**src/glbp_pkg.sv**
```systemverilog
`timescale 1ns / 1ps
// ----------------------------------------------------------------------------
// glbp_pkg
// Shared constants and types for the graded block pixelation block.
// ----------------------------------------------------------------------------
package glbp_pkg;

	// Line store depth by default, in pixels
	localparam int DEFAULT_MAX_WIDTH = 2048;

	// Field widths fixed by the interface
	localparam int CHAN_W       = 8;
	localparam int PIX_W        = 3 * CHAN_W;
	localparam int IMG_WIDTH_W  = 12;
	localparam int IMG_HEIGHT_W = 13;
	localparam int ROW_W        = 12;
	localparam int CFG_INDEX_W  = 2;
	localparam int CFG_DATA_W   = 13;

	// Largest frame height in rows
	localparam logic [IMG_HEIGHT_W-1:0] ROW_LIMIT = 13'd4096;

	// Reset values of the configuration registers
	localparam logic [IMG_WIDTH_W-1:0]  IMG_WIDTH_RST  = 12'd640;
	localparam logic [IMG_HEIGHT_W-1:0] IMG_HEIGHT_RST = 13'd480;

	// Configuration register indexes
	localparam logic [CFG_INDEX_W-1:0] REG_IMAGE_WIDTH  = 2'd0;
	localparam logic [CFG_INDEX_W-1:0] REG_IMAGE_HEIGHT = 2'd1;

	// Block size of a width quarter
	typedef enum logic [1:0] {
		ZONE_B1 = 2'd0,
		ZONE_B2 = 2'd1,
		ZONE_B4 = 2'd2,
		ZONE_B8 = 2'd3
	} zone_t;

	// Per-pixel decisions from the raster scanner
	typedef struct packed {
		logic hold_load;   // load the hold register with this pixel
		logic src_row;     // block source row: write the line store
		logic frame_last;  // last pixel of the frame
	} scan_ctl_t;

endpackage

```
**src/glbp_scan.sv**
```systemverilog
`timescale 1ns / 1ps
// ----------------------------------------------------------------------------
// glbp_scan
// Raster column and row counters with width-quarter block size decision.
// ----------------------------------------------------------------------------
module glbp_scan #(
	parameter int MAX_WIDTH = glbp_pkg::DEFAULT_MAX_WIDTH,
	parameter int CW        = $clog2(MAX_WIDTH)
) (
	input  logic                             clk,
	input  logic                             arst_n,
	input  logic                             advance,
	input  logic [glbp_pkg::IMG_WIDTH_W-1:0]  image_width,
	input  logic [glbp_pkg::IMG_HEIGHT_W-1:0] image_height,
	output logic [CW-1:0]                    col,
	output glbp_pkg::scan_ctl_t              ctl
);

	localparam int EW   = CW + 1;
	localparam int TW   = CW + 3;
	localparam int CMPW = (TW > glbp_pkg::IMG_WIDTH_W) ? TW : glbp_pkg::IMG_WIDTH_W;
	localparam logic [CMPW-1:0] MAXW_C = CMPW'(MAX_WIDTH);

	logic [CW-1:0]                    col_q;
	logic [glbp_pkg::ROW_W-1:0]        row_q;
	logic [CMPW-1:0]                  w_raw;
	logic [CMPW-1:0]                  w_clip;
	logic [EW-1:0]                    w_eff;
	logic [glbp_pkg::IMG_HEIGHT_W-1:0] h_eff;
	logic [TW-1:0]                    quad;
	logic [TW-1:0]                    w1;
	logic [TW-1:0]                    w2;
	logic [TW-1:0]                    w3;
	glbp_pkg::zone_t                  zone;
	logic [2:0]                       mask;
	logic                             last_col;
	logic                             last_row;

	// Limit width and height to their legal ranges
	always_comb begin
		w_raw = CMPW'(image_width);
		if (w_raw == '0) begin
			w_clip = CMPW'(1);
		end else if (w_raw > MAXW_C) begin
			w_clip = MAXW_C;
		end else begin
			w_clip = w_raw;
		end
		w_eff = w_clip[EW-1:0];
		if (image_height == '0) begin
			h_eff = glbp_pkg::IMG_HEIGHT_W'(1);
		end else if (image_height > glbp_pkg::ROW_LIMIT) begin
			h_eff = glbp_pkg::ROW_LIMIT;
		end else begin
			h_eff = image_height;
		end
	end

	// Pick the block size from the width quarter of this column
	always_comb begin
		quad = {1'b0, col_q, 2'b00};
		w1   = TW'(w_eff);
		w2   = w1 << 1;
		w3   = w1 + w2;
		if (quad < w1) begin
			zone = glbp_pkg::ZONE_B1;
		end else if (quad < w2) begin
			zone = glbp_pkg::ZONE_B2;
		end else if (quad < w3) begin
			zone = glbp_pkg::ZONE_B4;
		end else begin
			zone = glbp_pkg::ZONE_B8;
		end
		case (zone)
			glbp_pkg::ZONE_B1: mask = 3'b000;
			glbp_pkg::ZONE_B2: mask = 3'b001;
			glbp_pkg::ZONE_B4: mask = 3'b011;
			glbp_pkg::ZONE_B8: mask = 3'b111;
			default:           mask = 3'b000;
		endcase
	end

	// End of row and end of frame
	assign last_col = (EW'({1'b0, col_q} + EW'(1)) >= w_eff);
	assign last_row = (glbp_pkg::IMG_HEIGHT_W'({1'b0, row_q} + 13'd1) >= h_eff);

	assign col            = col_q;
	assign ctl.hold_load  = ((col_q[2:0] & mask) == 3'b000);
	assign ctl.src_row    = ((row_q[2:0] & mask) == 3'b000);
	assign ctl.frame_last = last_col && last_row;

	// Advance the raster position on each accepted word
	always_ff @(posedge clk or negedge arst_n) begin
		if (!arst_n) begin
			col_q <= '0;
			row_q <= '0;
		end else if (advance) begin
			if (last_col) begin
				col_q <= '0;
				row_q <= last_row ? '0 : row_q + glbp_pkg::ROW_W'(1);
			end else begin
				col_q <= col_q + CW'(1);
			end
		end
	end

endmodule

```
**config.mk**
```make
export PLATFORM = sky130hd
export DESIGN_NAME = glbp_scan
export DESIGN_NICKNAME = d
export VERILOG_FILES = /design/src/glbp_pkg.sv /design/src/glbp_scan.sv
export SDC_FILE = /design/constraint.sdc
export NUM_CORES = 1
export LEC_CHECK = 0
export ABC_AREA = 1
export ABC_CLOCK_PERIOD_IN_PS = 3300
export BUFFER_PORTS_ARGS = -buffer_cell sky130_fd_sc_hd__buf_2
export CORE_UTILIZATION = 54
export CTS_BUF_LIST = sky130_fd_sc_hd__clkbuf_16
export DETAILED_ROUTE_END_ITERATION = 10
export PLACE_DENSITY = 0.78
export SYNTH_ARGS = -nofsm -noshare
export SYNTH_HDL_FRONTEND = slang
export SYNTH_SLANG_ARGS = --single-unit
```
**constraint.sdc**
```tcl
create_clock -name clk -period 3.3 [get_ports clk]
set_input_delay 0.495 -clock clk [delete_from_list [all_inputs] [get_ports clk]]
set_output_delay 0.495 -clock clk [all_outputs]
set_load 0.02 [all_outputs]
```
==> results by group, run 1 <==
Timing
  – Final period util: 128%
  – Tightest Pin Transition: about 0.55 ns
  – Final Hold Viols: 0
  – Crit path time final: 4.23 ns
  – Unrepaired setup endpoints after global routing: yes
  – FMAX: ~240 MHz
  – Post-Route Skew: approximately 0.0056 ns
  – Final hold slack: around 0.22 ns
  – Slew HR: 63.4%
  – Setup-failing EPs final: 3
  – Slew Viols, Final: 0
  – Setup slack after layout: -0.926 ns

Routing
  – Drt initial violations: around 440
  – Pre-antenna DRT Iters: 6
  – DRC: 0
  – Final ANT Viol Nets: 0
  – Via count: between 4000 and 5000
  – Drt total wl: approximately 13000 um
  – Avg Vias per Cell: just over 6
  – Wire per inst: roughly 18 um

Layout
  – Antenna cell count: 0
  – Layout cells sized above 1: between 30% and 40%
  – Final Util: about 83%
  – Most frequent cells in the layout: nand2_1 (103), buf_4 (85), ha_1 (60)
  – Area Overhead vs Synth: 46.9%
  – Fin area: 4930 um2
  – Commonest non-fill, non-tap cell in the layout: nand2_1
  – Layout fillers: ~330
  – Final nets: a little over 700

Global routing
  – First-pass GRT wire length: 16100 um
  – Largest net degree at the start of global routing: 24
  – Initial antenna violation count: 0
  – Vias in the first global route: about 3500
  – GR Overflow Total: 0
  – GRT Total Usage: 31.5%

Floorplan
  – Die Y: slightly above 80 um
  – Core area: about 6000 um2
  – Site row count: 28
  – I/O pin count: 42
  – Die area: about 6500 um2
  – Horiz. Die Dim: about 81 um
  – Starting Density: about 56%

Critical path
  – Delay-heaviest family, CP: simple AND/OR/NAND/NOR gates
  – Reg2reg path depth: 17
  – Slowest CP cell: ha_1
  – Critical Path Max Stage Delay: 0.27 ns
  – WP data required: around 2.8 ns
  – Reg2Reg Capture Point: row_q[6]
  – Arr. time, crit path: between 3 and 4 ns
  – RR Startpoint: col[1]
  – Critical Path Fanout Max: 5
  – Flop-to-flop setup slack: approximately 0.01 ns
  – Most used cell, CP: nand2_1
  – CP endpoint kind: output pin
  – Startpoint types: input pin
  – Setup Crit Path Kind: input pin to output pin
  – WP buf/inv: 3

Hold path
  – Worst hold path type: input pin to async pin

Power and ir drop
  – Total power after layout: around 2.4 mW
  – Power density over the cells: 487 nW/um2
  – Maximum VDD drop: 0.517 mV
  – P_leak: between 2 and 3 nW

Clock network
  – Post-CTS Hold Buffers: 0
  – Root Driver: clkbuf_16
  – H-Tree Depth: 1
  – Max Root-Sink Buffers: 2
  – Clock sink count: 23
  – CTS tree: yes
  – Total CTS buffers: 3
  – Clock Latency Late Sink: roughly 0.26 ns
  – Clk slew on worst S/H paths: around 0.060 ns

Job
  – Max capacitance violation total: 0

Logic synthesis
  – Post-Syn Area: 3360 um2
  – Main flop type after synthesis: dfrtp_1
  – Fraction of registers with async set or reset after synthesis: 100%
  – Mapped Cells: 490
  – Ys Warns: 0
  – Number of synthesized register bits: 23
  – Post-synthesis sequential area ratio: 17.1%
  – Synth unique cells: 35
  – Post-synth EDFFs: 0
  – Nets in the synthesized netlist: roughly 600
  – Synthesized area per cell: a little under 7 um2

Placed design
  – Post-Place Cell Area: approximately 4300 um2
  – Hpwl dp: 7580 um
  – Buffers added on ports: 41
  – Routability Congestion: roughly 0.86

Outcome
  – Failing checks: setup timing
  – Status: finished with violations
-- how the worst max path moves through the flow --
stage,cells after the start,end,slack [ns],start
floorplan,23,ctl[2],-0.28,image_width[8]
global placement,25,ctl[2],-0.80,image_width[8]
detailed placement,25,ctl[2],-0.97,image_width[8]
CTS,27,ctl[1],-0.75,image_width[1]
global route,27,ctl[2],-1.03,image_width[1]
finish,27,ctl[2],-0.93,image_width[8]
-- what timing repair did --
item / in CTS / in global routing
endpoints found under the hold margin: 0 / 0
buffers inserted: 10 / 8
cloned: 1 / 1
endpoints found under the setup margin: 3 / 9
resized for setup: 51 / 40
pin swaps: 35 / 42
-- per-layer routing --
metal	share of wire (%)	up-vias	GRT usage [%]
li1	-	1908	-
met1	39	2025	43.2
met2	47	304	53.4
met3	9.5	74	3.82
met4	5.2	0	5.18
met5	0	-	0
-- sequential cells by signal, summed over array words and instances (netlist names) --
| signal | count |
|---|---|
| row_q | 12 |
| col | 11 |
-- report_power, final --
part / total, mW / switching (mW) / leakage, nW / internal, mW
Sequential: 0.466 / 0.107 / 0.307 / 0.359
Clock: 0.265 / 0.103 / 0.0423 / 0.162
Combinational: 1.67 / 0.997 / 2.26 / 0.674
-- cell families (layout without fill, tap and decap cells) --
family	count (synthesis)	in the layout	share of synthesized area (%)
simple gates	224	225	29.3
flops	23	23	17.1
buf+inv	70	196	7.90
compound gates	80	80	13.5
fa+ha+maj	69	69	25.9
xor+xnor	24	24	6.26
-- worst reg2reg max path, delay by kind of cell, from the launching register on --
family	cells	cell delay [ns]
AND/OR/NAND/NOR	7	1.01
buffers and inverters	4	0.72
AO/OA/AOI/OAI	4	0.61
flip-flops	1	0.36
adder cells (fa/ha/maj)	1	0.28
XOR/XNOR	1	0.21
-- Yosys cell counts (4+ instances only) --
cell	number	area share, %
clkbuf_1	5	0.56
ha_1	68	25
nand3_1	27	4.0
nand2_1	120	13
inv_1	59	6.6
o22ai_1	8	1.5
a21oi_1	31	4.6
xnor2_1	5	1.3
a21o_1	4	0.89
xor2_1	19	5.0
nand2_2	4	0.75
nand4_1	12	2.2
o21ai_0	22	3.3
dfrtp_1	23	17
nor2_1	37	4.1
nor3_1	10	1.5
-- final cells by class --
cell class	count	area [um2]	share of cell area, %
Timing Repair Buffer	128	943	19.1
Clock buffer	3	75.1	1.52
Multi-Input combinational cell	398	2970	60.2
Tap cell	75	93.8	1.90
Timing Repair inverter	1	7.51	0.152
Sequential cell	23	576	11.7
Clock inverter	1	3.75	0.0761
Inverter	63	262	5.30
-- through the flow --
stage               setup TNS, ns  setup WS [ns]  instances
CTS                         -1.47         -0.748        683
floorplan                  -0.559         -0.282        490
detailed placement          -2.58         -0.969        668
finish                      -2.03         -0.926        692
global route                -2.80          -1.03        692
global placement            -1.70         -0.800        668
No activity file was read; power rests on OpenSTA's default activity.
==> run 2, diff against run 1 <==
--- a/config.mk
+++ b/config.mk
@@ -11,6 +11,7 @@
 export CORE_UTILIZATION = 54
 export CTS_BUF_LIST = sky130_fd_sc_hd__clkbuf_16
 export DETAILED_ROUTE_END_ITERATION = 10
+export MAX_ROUTING_LAYER = met4
 export PLACE_DENSITY = 0.78
 export SYNTH_ARGS = -nofsm -noshare
 export SYNTH_HDL_FRONTEND = slang
==> results by group, run 2 (synthesis gave the netlist of run 1 again) <==
Outcome
  – Status: finished with violations
  – Failing checks: setup timing

Placed design
  – Pre-CTS setup slack: -0.969 ns
  – Post-Place Cell Area: 4300 um2
  – Buffers added on ports: 41
  – Routability Congestion: 0.873
  – Hpwl dp: 7580 um

Critical path
  – Most used cell, CP: nand2_1
  – WP data required: approximately 2.8 ns
  – Slowest CP cell: ha_1
  – Critical Path Max Stage Delay: ~0.27 ns
  – Arr. time, crit path: ~3.7 ns
  – Setup Crit Path Kind: input pin to output pin
  – Reg2reg path depth: 17
  – Levels on crit path: 27
  – WP buf/inv: 3
  – CP endpoint kind: output pin
  – Delay-heaviest family, CP: simple AND/OR/NAND/NOR gates
  – Critical Path Fanout Max: 5
  – Startpoint types: input pin

Routing
  – Via count: 4305
  – DRC: 0
  – Drt total wl: ~13000 um
  – Final ANT Viol Nets: 0
  – Met2 wire length: around 6000 um
  – Highest Signal Layer: met4
  – Met1 WL: just under 5000 um
  – Pre-antenna DRT Iters: 5
  – Avg Vias per Cell: just over 6
  – DR WL met3: about 1100 um
  – Wire per inst: around 18 um
  – Drt initial violations: around 470

Timing
  – Slew HR: a little under two thirds
  – Setup-failing EPs final: 3
  – Unrepaired setup endpoints after global routing: yes
  – Setup slack after layout: -0.938 ns
  – Tightest Pin Transition: roughly 0.55 ns
  – Post-Route Skew: roughly 0.0036 ns
  – Final Hold Viols: 0
  – FMAX: approximately 240 MHz
  – Crit path time final: about 4.2 ns
  – Slew Viols, Final: 0
  – Final period util: 128%

Global routing
  – Largest net degree at the start of global routing: 24
  – Initial antenna violation count: 0
  – GRT Total Usage: 32.4%
  – Vias in the first global route: 3478
  – GR Overflow Total: 0
  – First-pass GRT wire length: between 15000 and 20000 um

Power and ir drop
  – P_leak: between 2 and 3 nW
  – Power density over the cells: 487 nW/um2
  – Total power after layout: between 2 and 2.5 mW
  – Maximum VDD drop: roughly 0.51 mV

Clock network
  – Clk slew on worst S/H paths: 0.06 ns
  – Clock sink count: 23
  – Root Driver: clkbuf_16
  – Max Root-Sink Buffers: 2
  – H-Tree Depth: 1
  – Clock Latency Late Sink: approximately 0.26 ns
  – Post-CTS Hold Buffers: 0
  – Total CTS buffers: 3
  – CTS tree: yes

Floorplan
  – Die area: between 6000 and 7000 um2
  – Die Y: between 80 and 90 um
  – Site row count: 28
  – Core area: 5960 um2
  – Starting Density: 56.4%
  – I/O pin count: 42
  – Horiz. Die Dim: 80.8 um

Layout
  – Largest reg by FF count: row_q
  – Fin area: approximately 5000 um2
  – Layout cells sized above 1: roughly 37%
  – Commonest non-fill, non-tap cell in the layout: nand2_1
  – Final nets: about 700
  – Largest register FFs: 12
  – Antenna cell count: 0
  – Layout fillers: 334
  – Area Overhead vs Synth: 46.9%
  – Most frequent cells in the layout: nand2_1 (103), buf_4 (85), ha_1 (60)

Job
  – Max capacitance violation total: 0

Hold path
  – Worst hold path type: input pin to async pin
==> run 2: cell counts in the layout (fill, tap and decap cells not counted) <==
No cell type changed its count.
==> run 2: path summary, 6_finish.rpt <==
path | from | slack (ns) | end
worst min register to register | row_q[5] | 0.56 | row_q[5]
worst max-delay path | image_width[8] | -0.94 | ctl[2]
min in group clk | row_q[5] | 0.56 | row_q[5]
max in group asynchronous | arst_n | 2.71 | row_q[4]
worst max register to register | col[1] | 0.04 | row_q[6]
worst min-delay path | arst_n | 0.22 | col[0]
==> run 2: repair_timing <==
action	4_1_cts	5_1_grt
pin swaps	35	42
resized for setup	51	40
gates cloned	1	1
endpoints found under the setup margin	3	9
setup buffers	10	8
==> run 2: power by group <==
group          total, mW  internal, mW  switching (mW)
clock network      0.264         0.162           0.102
registers          0.466         0.359           0.107
logic               1.67         0.674           0.999
==> run 2: stage by stage <==
step	instances	hold WS, ns	util (%)	TNS, ns
after floorplan	490	0.199	-	-0.559
after global placement	668	0.496	72.2	-1.70
after detailed placement	668	0.505	72.2	-2.58
after CTS	683	0.234	78.4	-1.47
after global routing	692	0.260	82.8	-2.77
final	692	0.220	82.8	-2.04
==> run 2: cell type report <==
class,instances,area (um2),share of cell area (%)
sequential,23,576,11.7
tap,75,93.8,1.90
clock buffer,3,75.1,1.52
inverter,63,262,5.30
clock inverter,1,3.75,0.0761
timing repair inverter,1,7.51,0.152
multi-input combinational,398,2970,60.2
timing repair buffer,128,943,19.1
==> run 2: routing by layer <==
| metal | up-vias | global-route usage (%) |
|---|---|---|
| met2 | 295 | 53.4 |
| met4 | 0 | 5.18 |
| met5 | - | - |
| met1 | 2025 | 43.1 |
| met3 | 73 | 3.82 |
| li1 | 1912 | - |
